==> src/rtl/swcd_pkg.sv <==
// Shared types, register map and codes for the three-mode millisecond timer.
`timescale 1ns / 1ps
`default_nettype none

package swcd_pkg;

   // Block configuration.
   localparam int COUNTDOWN_PRESETS = 3;
   localparam int WARN_SECONDS      = 3;

   localparam logic [31:0] MS_PER_S   = 32'd1000;
   localparam logic [31:0] MS_PER_MIN = 32'd60000;
   localparam logic [6:0]  NO_SECOND  = 7'd99;

   // Configuration port geometry.
   localparam int CSR_ADDR_W = 5;

   localparam logic [2:0] REG_CD_A    = 3'd0;
   localparam logic [2:0] REG_CD_B    = 3'd1;
   localparam logic [2:0] REG_CD_C    = 3'd2;
   localparam logic [2:0] REG_WORK_A  = 3'd3;
   localparam logic [2:0] REG_BREAK_A = 3'd4;
   localparam logic [2:0] REG_WORK_B  = 3'd5;
   localparam logic [2:0] REG_BREAK_B = 3'd6;

   // Command codes.
   localparam logic [2:0] CMD_TICK  = 3'd0;
   localparam logic [2:0] CMD_SHORT = 3'd1;
   localparam logic [2:0] CMD_LONG  = 3'd2;
   localparam logic [2:0] CMD_MODE  = 3'd3;
   localparam logic [2:0] CMD_HALT  = 3'd4;

   // Sound event codes.
   localparam logic [2:0] SND_NONE   = 3'd0;
   localparam logic [2:0] SND_MODE   = 3'd1;
   localparam logic [2:0] SND_START  = 3'd2;
   localparam logic [2:0] SND_WARN   = 3'd3;
   localparam logic [2:0] SND_DONE   = 3'd4;
   localparam logic [2:0] SND_PRESET = 3'd5;
   localparam logic [2:0] SND_BREAK  = 3'd6;
   localparam logic [2:0] SND_WORK   = 3'd7;

   typedef enum logic [1:0] {
      MODE_STOPWATCH = 2'd0,
      MODE_COUNTDOWN = 2'd1,
      MODE_INTERVAL  = 2'd2
   } mode_type;

   typedef struct packed {
      logic [2:0][11:0] cd_s;
      logic [1:0][7:0]  work_min;
      logic [1:0][7:0]  break_min;
   } cfg_type;

   typedef struct packed {
      logic        stop;
      logic [2:0]  sound;
      logic [31:0] shown;
      logic [1:0]  preset;
      logic        in_break;
      logic        running;
      logic [1:0]  mode;
   } result_type;

endpackage

`default_nettype wire

==> src/rtl/swcd_csr.sv <==
// Configuration register file with an APB-style write and read port.
`timescale 1ns / 1ps
`default_nettype none

module swcd_csr
   import swcd_pkg::*;
(
   input  wire logic                  clock,
   input  wire logic                  reset,
   input  wire logic                  psel,
   input  wire logic                  penable,
   input  wire logic                  pwrite,
   input  wire logic [CSR_ADDR_W-1:0] paddr,
   input  wire logic [31:0]           pwdata,
   output logic      [31:0]           prdata,
   output logic                       pready,
   output cfg_type                    cfg
);

   cfg_type    cfg_ff;
   cfg_type    cfg_in;
   logic [2:0] index;
   logic       write_en;

   assign pready   = 1'b1;
   assign index    = paddr[CSR_ADDR_W-1:2];
   assign write_en = psel && penable && pwrite && pready;
   assign cfg      = cfg_ff;

   always_comb begin
      cfg_in = cfg_ff;
      if (write_en) begin
         case (index)
            REG_CD_A:    cfg_in.cd_s[0]      = pwdata[11:0];
            REG_CD_B:    cfg_in.cd_s[1]      = pwdata[11:0];
            REG_CD_C:    cfg_in.cd_s[2]      = pwdata[11:0];
            REG_WORK_A:  cfg_in.work_min[0]  = pwdata[7:0];
            REG_BREAK_A: cfg_in.break_min[0] = pwdata[7:0];
            REG_WORK_B:  cfg_in.work_min[1]  = pwdata[7:0];
            REG_BREAK_B: cfg_in.break_min[1] = pwdata[7:0];
            default:     cfg_in = cfg_ff;
         endcase
      end
   end

   always_comb begin
      case (index)
         REG_CD_A:    prdata = {20'd0, cfg_ff.cd_s[0]};
         REG_CD_B:    prdata = {20'd0, cfg_ff.cd_s[1]};
         REG_CD_C:    prdata = {20'd0, cfg_ff.cd_s[2]};
         REG_WORK_A:  prdata = {24'd0, cfg_ff.work_min[0]};
         REG_BREAK_A: prdata = {24'd0, cfg_ff.break_min[0]};
         REG_WORK_B:  prdata = {24'd0, cfg_ff.work_min[1]};
         REG_BREAK_B: prdata = {24'd0, cfg_ff.break_min[1]};
         default:     prdata = 32'd0;
      endcase
   end

   always_ff @(posedge clock) begin
      if (reset) begin
         cfg_ff.cd_s[0]      <= 12'd30;
         cfg_ff.cd_s[1]      <= 12'd60;
         cfg_ff.cd_s[2]      <= 12'd120;
         cfg_ff.work_min[0]  <= 8'd25;
         cfg_ff.break_min[0] <= 8'd5;
         cfg_ff.work_min[1]  <= 8'd50;
         cfg_ff.break_min[1] <= 8'd10;
      end else begin
         cfg_ff <= cfg_in;
      end
   end

endmodule

`default_nettype wire

==> src/rtl/swcd_core.sv <==
// Timer state and the single-pass command update that forms one status result.
`timescale 1ns / 1ps
`default_nettype none

module swcd_core
   import swcd_pkg::*;
(
   input  wire logic        clock,
   input  wire logic        reset,
   input  wire logic        item_fire,
   input  wire logic [2:0]  cmd,
   input  wire logic [31:0] now_ms,
   input  wire cfg_type     cfg,
   output result_type       result
);

   mode_type    mode_ff, mode_in, mode_next;
   logic        run_ff, run_in;
   logic [31:0] acc_ff, acc_in;
   logic [31:0] start_ff, start_in;
   logic [31:0] cdl_ff, cdl_in;
   logic [6:0]  last_ff, last_in;
   logic [1:0]  cdc_ff, cdc_in, cdc_next;
   logic        ic_ff, ic_in;
   logic        brk_ff, brk_in;
   logic [31:0] il_ff, il_in;

   logic [31:0] elapsed;
   logic [31:0] cd_left_sub;
   logic [6:0]  warn_sec;
   logic        warn_hit;
   logic [2:0]  sound;
   logic        stop;
   logic [31:0] shown;
   logic [1:0]  preset;
   logic        in_break;

   function automatic logic [31:0] cd_full_ms(input logic [1:0] c, input cfg_type cf);
      logic [11:0] sec;
      if ({1'b0, c} >= 3'(COUNTDOWN_PRESETS) || c > 2'd2) begin
         sec = cf.cd_s[0];
      end else begin
         sec = cf.cd_s[c];
      end
      return 32'(sec) * MS_PER_S;
   endfunction

   function automatic logic [31:0] work_ms(input logic c, input cfg_type cf);
      return 32'(cf.work_min[c]) * MS_PER_MIN;
   endfunction

   function automatic logic [31:0] break_ms(input logic c, input cfg_type cf);
      return 32'(cf.break_min[c]) * MS_PER_MIN;
   endfunction

   assign elapsed     = now_ms - start_ff;
   assign cd_left_sub = cdl_ff - elapsed;

   // Whole seconds left, rounded up, when inside the warning window; zero otherwise.
   always_comb begin
      warn_sec = 7'd0;
      for (int k = WARN_SECONDS; k >= 1; k--) begin
         if (cd_left_sub <= 32'(k) * MS_PER_S) begin
            warn_sec = 7'(k);
         end
      end
   end

   assign warn_hit = (warn_sec != 7'd0) && (warn_sec != last_ff);

   always_comb begin
      cdc_next = 2'd0;
      if ({1'b0, cdc_ff} + 3'd1 < 3'(COUNTDOWN_PRESETS)) begin
         cdc_next = cdc_ff + 2'd1;
      end
   end

   always_comb begin
      case (mode_ff)
         MODE_STOPWATCH: mode_next = MODE_COUNTDOWN;
         MODE_COUNTDOWN: mode_next = MODE_INTERVAL;
         default:        mode_next = MODE_STOPWATCH;
      endcase
   end

   always_comb begin
      mode_in  = mode_ff;
      run_in   = run_ff;
      acc_in   = acc_ff;
      start_in = start_ff;
      cdl_in   = cdl_ff;
      last_in  = last_ff;
      cdc_in   = cdc_ff;
      ic_in    = ic_ff;
      brk_in   = brk_ff;
      il_in    = il_ff;
      sound    = SND_NONE;
      stop     = 1'b0;
      case (cmd)
         CMD_TICK: begin
            if (run_ff && mode_ff == MODE_COUNTDOWN) begin
               start_in = now_ms;
               if (elapsed >= cdl_ff) begin
                  cdl_in = 32'd0;
                  run_in = 1'b0;
                  sound  = SND_DONE;
               end else begin
                  cdl_in = cd_left_sub;
                  if (warn_hit) begin
                     last_in = warn_sec;
                     sound   = SND_WARN;
                  end
               end
            end else if (run_ff && mode_ff == MODE_INTERVAL) begin
               start_in = now_ms;
               if (elapsed >= il_ff) begin
                  brk_in = !brk_ff;
                  il_in  = brk_ff ? work_ms(ic_ff, cfg) : break_ms(ic_ff, cfg);
                  sound  = brk_ff ? SND_WORK : SND_BREAK;
               end else begin
                  il_in = il_ff - elapsed;
               end
            end
         end
         CMD_SHORT: begin
            if (mode_ff == MODE_STOPWATCH && run_ff) begin
               acc_in = acc_ff + elapsed;
               run_in = 1'b0;
            end else if (run_ff) begin
               run_in = 1'b0;
            end else begin
               // Starting with nothing left re-arms the selected preset first.
               if (mode_ff == MODE_COUNTDOWN && cdl_ff == 32'd0) begin
                  cdl_in  = cd_full_ms(cdc_ff, cfg);
                  last_in = NO_SECOND;
               end else if (mode_ff == MODE_INTERVAL && il_ff == 32'd0) begin
                  brk_in = 1'b0;
                  il_in  = work_ms(ic_ff, cfg);
               end
               start_in = now_ms;
               run_in   = 1'b1;
            end
            sound = SND_START;
         end
         CMD_LONG: begin
            if (run_ff) begin
               run_in = 1'b0;
               stop   = 1'b1;
            end
            if (mode_ff == MODE_STOPWATCH) begin
               acc_in = 32'd0;
            end else if (mode_ff == MODE_COUNTDOWN) begin
               cdc_in  = cdc_next;
               cdl_in  = cd_full_ms(cdc_next, cfg);
               last_in = NO_SECOND;
               sound   = SND_PRESET;
            end else begin
               ic_in  = !ic_ff;
               brk_in = 1'b0;
               il_in  = work_ms(!ic_ff, cfg);
               sound  = SND_PRESET;
            end
         end
         CMD_MODE: begin
            run_in  = 1'b0;
            acc_in  = 32'd0;
            mode_in = mode_next;
            if (mode_next == MODE_COUNTDOWN) begin
               cdl_in  = cd_full_ms(cdc_ff, cfg);
               last_in = NO_SECOND;
            end else if (mode_next == MODE_INTERVAL) begin
               brk_in = 1'b0;
               il_in  = work_ms(ic_ff, cfg);
            end
            sound = SND_MODE;
         end
         CMD_HALT: begin
            run_in = 1'b0;
         end
         default: begin
            sound = SND_NONE;
         end
      endcase
   end

   // The result reflects the state after the command has been applied.
   always_comb begin
      preset   = 2'd0;
      in_break = 1'b0;
      case (mode_in)
         MODE_STOPWATCH: begin
            shown = acc_in + (run_in ? (now_ms - start_in) : 32'd0);
         end
         MODE_COUNTDOWN: begin
            shown  = cdl_in;
            preset = cdc_in;
         end
         default: begin
            shown    = il_in;
            preset   = {1'b0, ic_in};
            in_break = brk_in;
         end
      endcase
   end

   assign result.mode     = mode_in;
   assign result.running  = run_in;
   assign result.in_break = in_break;
   assign result.preset   = preset;
   assign result.shown    = shown;
   assign result.sound    = sound;
   assign result.stop     = stop;

   always_ff @(posedge clock) begin
      if (reset) begin
         mode_ff  <= MODE_STOPWATCH;
         run_ff   <= 1'b0;
         acc_ff   <= 32'd0;
         start_ff <= 32'd0;
         cdl_ff   <= 32'd0;
         last_ff  <= NO_SECOND;
         cdc_ff   <= 2'd0;
         ic_ff    <= 1'b0;
         brk_ff   <= 1'b0;
         il_ff    <= 32'd0;
      end else if (item_fire) begin
         mode_ff  <= mode_in;
         run_ff   <= run_in;
         acc_ff   <= acc_in;
         start_ff <= start_in;
         cdl_ff   <= cdl_in;
         last_ff  <= last_in;
         cdc_ff   <= cdc_in;
         ic_ff    <= ic_in;
         brk_ff   <= brk_in;
         il_ff    <= il_in;
      end
   end

`ifndef NO_ASSERTIONS
   a_mode_change_stops: assert property (@(posedge clock) disable iff (reset)
      item_fire && cmd == CMD_MODE |=> !run_ff)
      else $error("timer still running after a mode change");

   a_state_holds_when_idle: assert property (@(posedge clock) disable iff (reset)
      !item_fire |=> $stable(cdl_ff) && $stable(il_ff) && $stable(acc_ff)
                     && $stable(mode_ff) && $stable(run_ff))
      else $error("timer state changed without a request");

   a_done_is_zero: assert property (@(posedge clock) disable iff (reset)
      item_fire && result.sound == SND_DONE |-> !result.running && result.shown == 32'd0)
      else $error("countdown done without stopping at zero");

   a_stop_tone_cause: assert property (@(posedge clock) disable iff (reset)
      item_fire && result.stop |-> run_ff && cmd == CMD_LONG)
      else $error("stop tone without a long press on a running timer");

   a_choice_in_range: assert property (@(posedge clock) disable iff (reset)
      {1'b0, cdc_ff} < 3'(COUNTDOWN_PRESETS))
      else $error("countdown preset choice out of range");
`endif

endmodule

`default_nettype wire

==> src/rtl/stopwatch_countdown_interval_timer_top.sv <==
// Top level of the three-mode millisecond timer: request and result registers.
//
//   Channel  Direction  Payload
//   req_     in         tuser[2:0] cmd; tdata[31:0] now_ms
//   rsp_     out        tdata: mode, running, in_break, preset_index, shown_ms,
//                       sound_event, stop_tone (low bit first)
//   csr_     in         APB-style, registers at byte address 4*i
//
// A request is applied to the timer state once it is in the input register and the
// result register is free or being emptied; the result register loads at the same edge
// that updates the timer state. Throughput is one request per clock while the result
// is not stalled. Reset is synchronous and active high; it clears the timer state and
// loads the register reset values. A stalled result holds the result register while
// one more request may wait in the input register.
`timescale 1ns / 1ps
`default_nettype none

module stopwatch_countdown_interval_timer_top
   import swcd_pkg::*;
(
   input  wire logic                  clock,
   input  wire logic                  reset,
   input  wire logic                  req_tvalid,
   output logic                       req_tready,
   input  wire logic [31:0]           req_tdata,   // [31:0] now_ms
   input  wire logic [2:0]            req_tuser,   // [2:0] cmd
   output logic                       rsp_tvalid,
   input  wire logic                  rsp_tready,
   // [1:0] mode, [2] running, [3] in_break, [5:4] preset_index,
   // [37:6] shown_ms, [40:38] sound_event, [41] stop_tone, [47:42] zero
   output logic [47:0]                rsp_tdata,
   input  wire logic                  csr_psel,
   input  wire logic                  csr_penable,
   input  wire logic                  csr_pwrite,
   input  wire logic [CSR_ADDR_W-1:0] csr_paddr,
   input  wire logic [31:0]           csr_pwdata,
   output logic [31:0]                csr_prdata,
   output logic                       csr_pready
);

   cfg_type     cfg;
   result_type  result;

   logic        in_valid_ff, in_valid_in;
   logic [2:0]  in_cmd_ff;
   logic [31:0] in_now_ff;
   logic        rsp_valid_ff, rsp_valid_in;
   result_type  rsp_data_ff, rsp_data_in;
   logic        req_accept;
   logic        fire;

   swcd_csr u_csr (
      .clock   (clock),
      .reset   (reset),
      .psel    (csr_psel),
      .penable (csr_penable),
      .pwrite  (csr_pwrite),
      .paddr   (csr_paddr),
      .pwdata  (csr_pwdata),
      .prdata  (csr_prdata),
      .pready  (csr_pready),
      .cfg     (cfg)
   );

   swcd_core u_core (
      .clock     (clock),
      .reset     (reset),
      .item_fire (fire),
      .cmd       (in_cmd_ff),
      .now_ms    (in_now_ff),
      .cfg       (cfg),
      .result    (result)
   );

   // A request is applied when the result register is free or being emptied.
   assign fire        = in_valid_ff && (!rsp_valid_ff || rsp_tready);
   assign req_tready  = !in_valid_ff || fire;
   assign req_accept  = req_tvalid && req_tready;

   assign in_valid_in  = req_accept ? 1'b1 : (fire ? 1'b0 : in_valid_ff);
   assign rsp_valid_in = fire ? 1'b1 : (rsp_tready ? 1'b0 : rsp_valid_ff);
   assign rsp_data_in  = fire ? result : rsp_data_ff;

   always_ff @(posedge clock) begin
      if (reset) begin
         in_valid_ff  <= 1'b0;
         rsp_valid_ff <= 1'b0;
      end else begin
         in_valid_ff  <= in_valid_in;
         rsp_valid_ff <= rsp_valid_in;
      end
   end

   always_ff @(posedge clock) begin
      if (req_accept) begin
         in_cmd_ff <= req_tuser;
         in_now_ff <= req_tdata;
      end
      rsp_data_ff <= rsp_data_in;
   end

   assign rsp_tvalid = rsp_valid_ff;
   assign rsp_tdata  = {6'd0, rsp_data_ff};

endmodule

`default_nettype wire
==> config.mk <==
export PLATFORM = sky130hd
export DESIGN_NAME = stopwatch_countdown_interval_timer_top
export DESIGN_NICKNAME = d
export VERILOG_FILES = /design/src/rtl/swcd_pkg.sv /design/src/rtl/swcd_csr.sv /design/src/rtl/swcd_core.sv /design/src/rtl/stopwatch_countdown_interval_timer_top.sv
export SDC_FILE = /design/constraint.sdc
export NUM_CORES = 2
export LEC_CHECK = 0
export ABC_CLOCK_PERIOD_IN_PS = 16530
export BUFFER_PORTS_ARGS = -buffer_cell sky130_fd_sc_hd__buf_2
export CORE_UTILIZATION = 35
export CTS_CLUSTER_DIAMETER = 150
export DETAILED_ROUTE_END_ITERATION = 7
export GPL_ROUTABILITY_DRIVEN = 1
export HOLD_SLACK_MARGIN = 0.03
export PLACE_DENSITY = 0.58
export SETUP_SLACK_MARGIN = 0.4
export SLEW_MARGIN = 30
export SYNTH_ARGS = -nofsm -noshare
export SYNTH_HDL_FRONTEND = slang
export SYNTH_SLANG_ARGS = --single-unit
==> constraint.sdc <==
create_clock -name clock -period 16.53 [get_ports clock]
set_input_delay 2.4795 -clock clock [delete_from_list [all_inputs] [get_ports clock]]
set_output_delay 2.4795 -clock clock [all_outputs]
set_load 0.02 [all_outputs]
Yosys cells after proc, flatten, opt, wreduce, memory -nomap -nowiden
Cells that the tools add are included.

storage, ports and cells
  flip-flop bits (word level) = 289
  output and inout bits = 83

cells by class
  reductions and logical operators = 38
  add/sub/neg operators = 8
  $lt $le $gt $ge = 14
  equal/unequal tests = 25
  multiply operators = 6
  mux-type cells = 107

operators with widths
  cell                                                               number
  2-to-1 mux 32 bit                                                  26
  one-hot mux 32 bit (4 select lines)                                2
  2-to-1 mux 12 bit                                                  13
  one-hot mux 32 bit (2 select lines)                                2
  subtractor 32 bit                                                  4
  one-hot mux 32 bit (3 select lines)                                1
  one-hot mux 12 bit (7 select lines)                                1
  adder 32 bit                                                       2
  greater-or-equal comparator 32 bit                                 2
  logical NOT 32 bit                                                 2
  2-to-1 mux 7 bit                                                   9
  multiplier 12 x 7 -> 19 bit (second input constant)                3
  multiplier 8 x 11 -> 19 bit (second input constant)                3
  binary-select mux 12 bit (select 2 bit)                            2
  2-to-1 mux 8 bit                                                   6
  less-or-equal comparator 32 x 10 -> 1 bit (second input constant)  1
  less-or-equal comparator 32 x 11 -> 1 bit (second input constant)  1
  less-or-equal comparator 32 x 12 -> 1 bit (second input constant)  1
  one-hot mux 7 bit (4 select lines)                                 1
  2-to-1 mux 1 bit                                                   24
  2-to-1 mux 24 bit                                                  1
  2-to-1 mux 2 bit                                                   9
  2-to-1 mux 3 bit                                                   5
  AND reduction 2 bit                                                7
  other kinds (30)                                                   70

Logic depth before layout (Yosys ltp)
  depth in word-level cells = 14
  gate-level depth with buffers = 44

By module
From an unflattened synthesis, not the netlist that was laid out.

second synthesis, totals
  cells, all modules = 4168
  area, all modules = 34446.8 µm²

modules (own cells, without submodules)
  module                                  cells each  area each (µm²)  times used  seq. area each (µm²)
  swcd_core                               3717        28554.9          1           2762.6
  swcd_csr                                357         3427.0           1           1361.3
  stopwatch_countdown_interval_timer_top  94          2464.9           1           2352.3

Worst setup path after synthesis
Ideal clock, no wire load.

  kind = register to register
  from = register in_now_ff[7]
  to = register rsp_data_ff (netlist bit rsp_tdata[36]), data pin
  slack = 8.233 ns
  data arrival time = 8.029 ns
  required time = 16.262 ns
  cell stages (with the launch flop) = 42
  setup time = 0.268 ns
  cells stage by stage = edfxtp_1 ha_1 a21o_1 a31o_1 nor3b_1 o31ai_1 a21oi_1 o2111ai_1 o21ai_0 o41ai_1 o2111ai_1 a21oi_1 o21bai_1 a21oi_1 xor2_1 ha_1 nand2_1 nor4_1 (+6 left out) clkbuf_1 nor2_1 ha_1 inv_1 fa_1 nor2b_1 o21a_1 o21ai_0 a21oi_1 o2111ai_1 a21o_1 o311a_1 o21ai_0 a21oi_1 o2111a_1 o21bai_1 xnor2_1 a211oi_1

RTL lines
  what                    RTL line                                      source
  start, declared         stopwatch_countdown_interval_timer_top.sv:46  logic [31:0] in_now_ff;
  start signal, assigned  stopwatch_countdown_interval_timer_top.sv:97  in_now_ff <= req_tdata;
  end signal, assigned    stopwatch_countdown_interval_timer_top.sv:99  rsp_data_ff <= rsp_data_in;
  end, declared           stopwatch_countdown_interval_timer_top.sv:48  result_type rsp_data_ff, rsp_data_in;

==> out/qor.csv <==
stage,metric,value,unit
status,status,"finished, final reports clean",
setup_path,WP data arrival,11040,ps
setup_path,reg2reg start,in_now_ff[7]$_DFFE_PP_,
grt,gr ovfl total,0,
placed_design,port bufs,112,
logic_synthesis,Syn. warnings,0,
setup_path,Worst Setup SP,in_now_ff[7]$_DFFE_PP_,
clock_network,clk sinks,285,
clock_network,Resized Gates After CTS,0,
floorplan,initial core utilization,35.51,%
layout,Final Cell Area,36380,µm²
floorplan,Die H,310.6,µm
logic_synthesis,ranking of synthesized cells by area,"ha_1 16%, dfxtp_1 12%, fa_1 8.9%, edfxtp_1 6.9%, a21oi_1 4.5%",
timing,Max Clk Rate,93.51,MHz
timing,Layout Skew,27.09,ps
drt,Via-to-Cell Ratio,5.566,
layout,layout cell share with drive strength beyond 1,7.588,%
hold_path,Hold Crit Class,flip-flop to flip-flop,
timing,setup TNS,0,ps
setup_path,CP dominant cell by count,a21oi_1,
setup_path,critical path type,flip-flop to flip-flop,
logic_synthesis,register bit count reported by yosys,285,
setup_path,Worst path slowest cell,nor2_1,
clock_network,Worst-path clk slew,60,ps
logic_synthesis,largest area contributor in the netlist,ha_1,
clock_network,Hold Buf Count CTS,0,
logic_synthesis,syn avg cell area,8.169,µm²
floorplan,Ports,162,
timing,Tmin final,10690,ps
grt,initial antenna violation count,3,
grt,number of global-route vias before repair,28903,
setup_path,startpoint types,flip-flop,
grt,Total GRT Usage,22.12,%
logic_synthesis,mux contribution to synthesized area,3.862,%
timing,Final period util,64.70,%
clock_network,CTS Buf Count,37,
clock_network,postcts setup bufs,0,
logic_synthesis,Adder-Cell Fraction of Synth Area,25.21,%
logic_synthesis,Synth cell types,90,
pwr,PD cells,75.18,nW/µm²
drt,DR vias,29952,
logic_synthesis,register area share after synthesis,19.43,%
setup_path,CP max stage delay,620,ps
logic_synthesis,Cells after Synth,4081,
hold_path,Min-Delay Startpoint,u_core.last_ff[5]$_SDFFE_PP1P_,
setup_path,Critical Path Fanout Max,31,
floorplan,Chip Width,310.6,µm
floorplan,die area,96490,µm²
logic_synthesis,Post-Synth Simple-Gate Area,15.83,%
layout,Area Growth Syn to Fin,9.112,%
logic_synthesis,Synth top area share,16.21,%
timing,Slew @ Worst Pin,979.7,ps
drt,antenna-violating nets left,0,
timing,final setup vio count,0,
logic_synthesis,Synth async-reset ratio,0,%
pwr,Lkg Pwr,16.02,nW
logic_synthesis,largest family of logic cells by synthesized area,adder cells,
grt,largest net degree at the start of global routing,114,
placed_design,post-detail-place hpwl,84420,µm
setup_path,CP endpoint kind,flip-flop,
timing,"Hold Violations, Final",0,
drt,Avg WL per Cell,20.21,µm
placed_design,DP Area,35100,µm²
clock_network,CTS H-tree depth,2,
drt,TritonRoute pass-1 iters,6,
timing,unrepaired setup endpoints after global routing,false,
logic_synthesis,synthesized area,33340,µm²
flow_run,Max Cap Violations,0,
clock_network,root buf cell,clkbuf_16,
timing,Rel. slew slack,34.69,%
drt,1st-iter DRT viols,2539,
pwr,Max VDD drop,0.00007552,V
timing,Fin Hold WS,473.3,ps
logic_synthesis,XOR/XNOR share of the synthesized area,6.042,%
timing,max-slew violations,0,
clock_network,CTS tree,done,
floorplan,core area,93890,µm²
layout,net count reported at finish,4758,
logic_synthesis,Synth Area in Compound Gates,22.67,%
logic_synthesis,"Top FF cell, synth",dfxtp_1,
floorplan,Rows,112,
placed_design,Final GP Congestion,0.9830,
drt,DR DRC count,0,
grt,first-pass GRT wire length,169000,µm
drt,final WL,108700,µm
clock_network,Worst-Skew Late Latency,600,ps
logic_synthesis,"EDFF count, synth",77,
clock_network,clk buf depth,3,
setup_path,CP required,16880,ps
-- synthesized netlist by cell type (37+ instances only) --
master / instances
ha_1: 432
edfxtp_1: 77
mux2i_1: 78
xnor2_1: 136
nor3_1: 103
fa_1: 148
inv_1: 383
a21oi_1: 298
nand2_1: 298
a31oi_1: 56
nand3_1: 70
o21ai_0: 198
a21o_1: 98
dfxtp_1: 208
mux2_2: 37
a221oi_1: 43
a211oi_1: 95
nand2b_1: 42
nor2_1: 393
clkbuf_1: 156
xor2_1: 94
nor2b_1: 51
o21a_1: 51
-- worst max-delay path, delay by kind of cell (launching register included) --
kind	cells	cell delay, ps
AOI/OAI and AO/OA	24	5560
DFF	1	420
xor gates and xnor gates	1	520
and+or+nand+nor	8	2120
adders and majority gates	3	850
muxes	1	190
buffers and inverters	3	750
-- per-stage QoR --
| step | power (mW) | std cells | setup slack, ps | utilization [%] |
|---|---|---|---|---|
| global route | 2.881 | 5379 | 5017 | 38.74 |
| detailed placement | 1.840 | 5314 | 5906 | 37.38 |
| global placement | 1.836 | 5313 | 6010 | 37.35 |
| floorplan | 1.542 | 4106 | 8233 | - |
| CTS | 2.737 | 5379 | 5867 | 38.74 |
| finish | 2.735 | 5381 | 5836 | 38.74 |
-- sequential cells by signal, indices dropped and copies added, names as in the netlist --
| register | cells |
|---|---|
| u_core.run_ff | 1 |
| u_core.cdl_ff | 32 |
| u_core.acc_ff | 32 |
| in_valid_ff | 1 |
| u_core.brk_ff | 1 |
| u_core.start_ff | 32 |
| u_core.mode_ff | 2 |
| rsp_tdata | 42 |
| u_core.cdc_ff | 2 |
| rsp_tvalid | 1 |
| in_cmd_ff | 3 |
| u_core.il_ff | 32 |
| in_now_ff | 32 |
| u_core.ic_ff | 1 |
| u_core.last_ff | 3 |
| u_csr.cfg | 68 |
-- layout by cell type, fill, tap and decap left out, types with 101 or more instances in the layout --
cell     count
o21ai_0    196
ha_1       432
fa_1       148
a21oi_1    296
inv_1      382
xnor2_1    136
nand2_1    298
buf_2      111
nor3_1     101
nor2_1     386
dfxtp_1    207
-- path summary, 6_finish.rpt --
path	end	slack (ps)	cells past startpoint
worst max-delay path	rsp_tdata[37]$_DFFE_PP_	5840	40
worst min-delay path	u_core.last_ff[5]$_SDFFE_PP1P_	470	2
worst max register to register	rsp_tdata[37]$_DFFE_PP_	5840	40
worst min register to register	u_core.last_ff[5]$_SDFFE_PP1P_	470	2
-- kinds of logic after synthesis --
logic type	Yosys count
other	2
buffers and inverters	585
and+or+nand+nor	1140
adders and majority gates	583
muxes	119
DFF	285
AOI/OAI and AO/OA	1137
xor gates and xnor gates	230
-- where the power goes --
group | switching [mW] | internal [mW]
clock | 0.365 | 0.520
sequential | 0.0301 | 0.752
combinational | 0.682 | 0.386
total | 1.08 | 1.66
-- cell type report --
type | instances | area, µm²
Timing Repair Buffer | 154 | 894.6
Clock buffer | 42 | 975.9
Tap cell | 1254 | 1569
Antenna cell | 2 | 5.005
Inverter | 385 | 1450
Multi-Input combinational cell | 3236 | 24710
Sequential cell | 285 | 6477
Fill cell | 9701 | 57510
Clock inverter | 23 | 294.0
-- layer usage --
| metal | vias up | track usage (%) | wire length (µm) |
|---|---|---|---|
| met4 | 2 | 7.167 | 3632 |
| met3 | 191 | 2.826 | 6761 |
| met2 | 990 | 35.70 | 48880 |
| li1 | 14572 | - | - |
| met5 | - | 0 | 8 |
| met1 | 14197 | 30.42 | 49460 |
(Power assumes the default switching activity.)
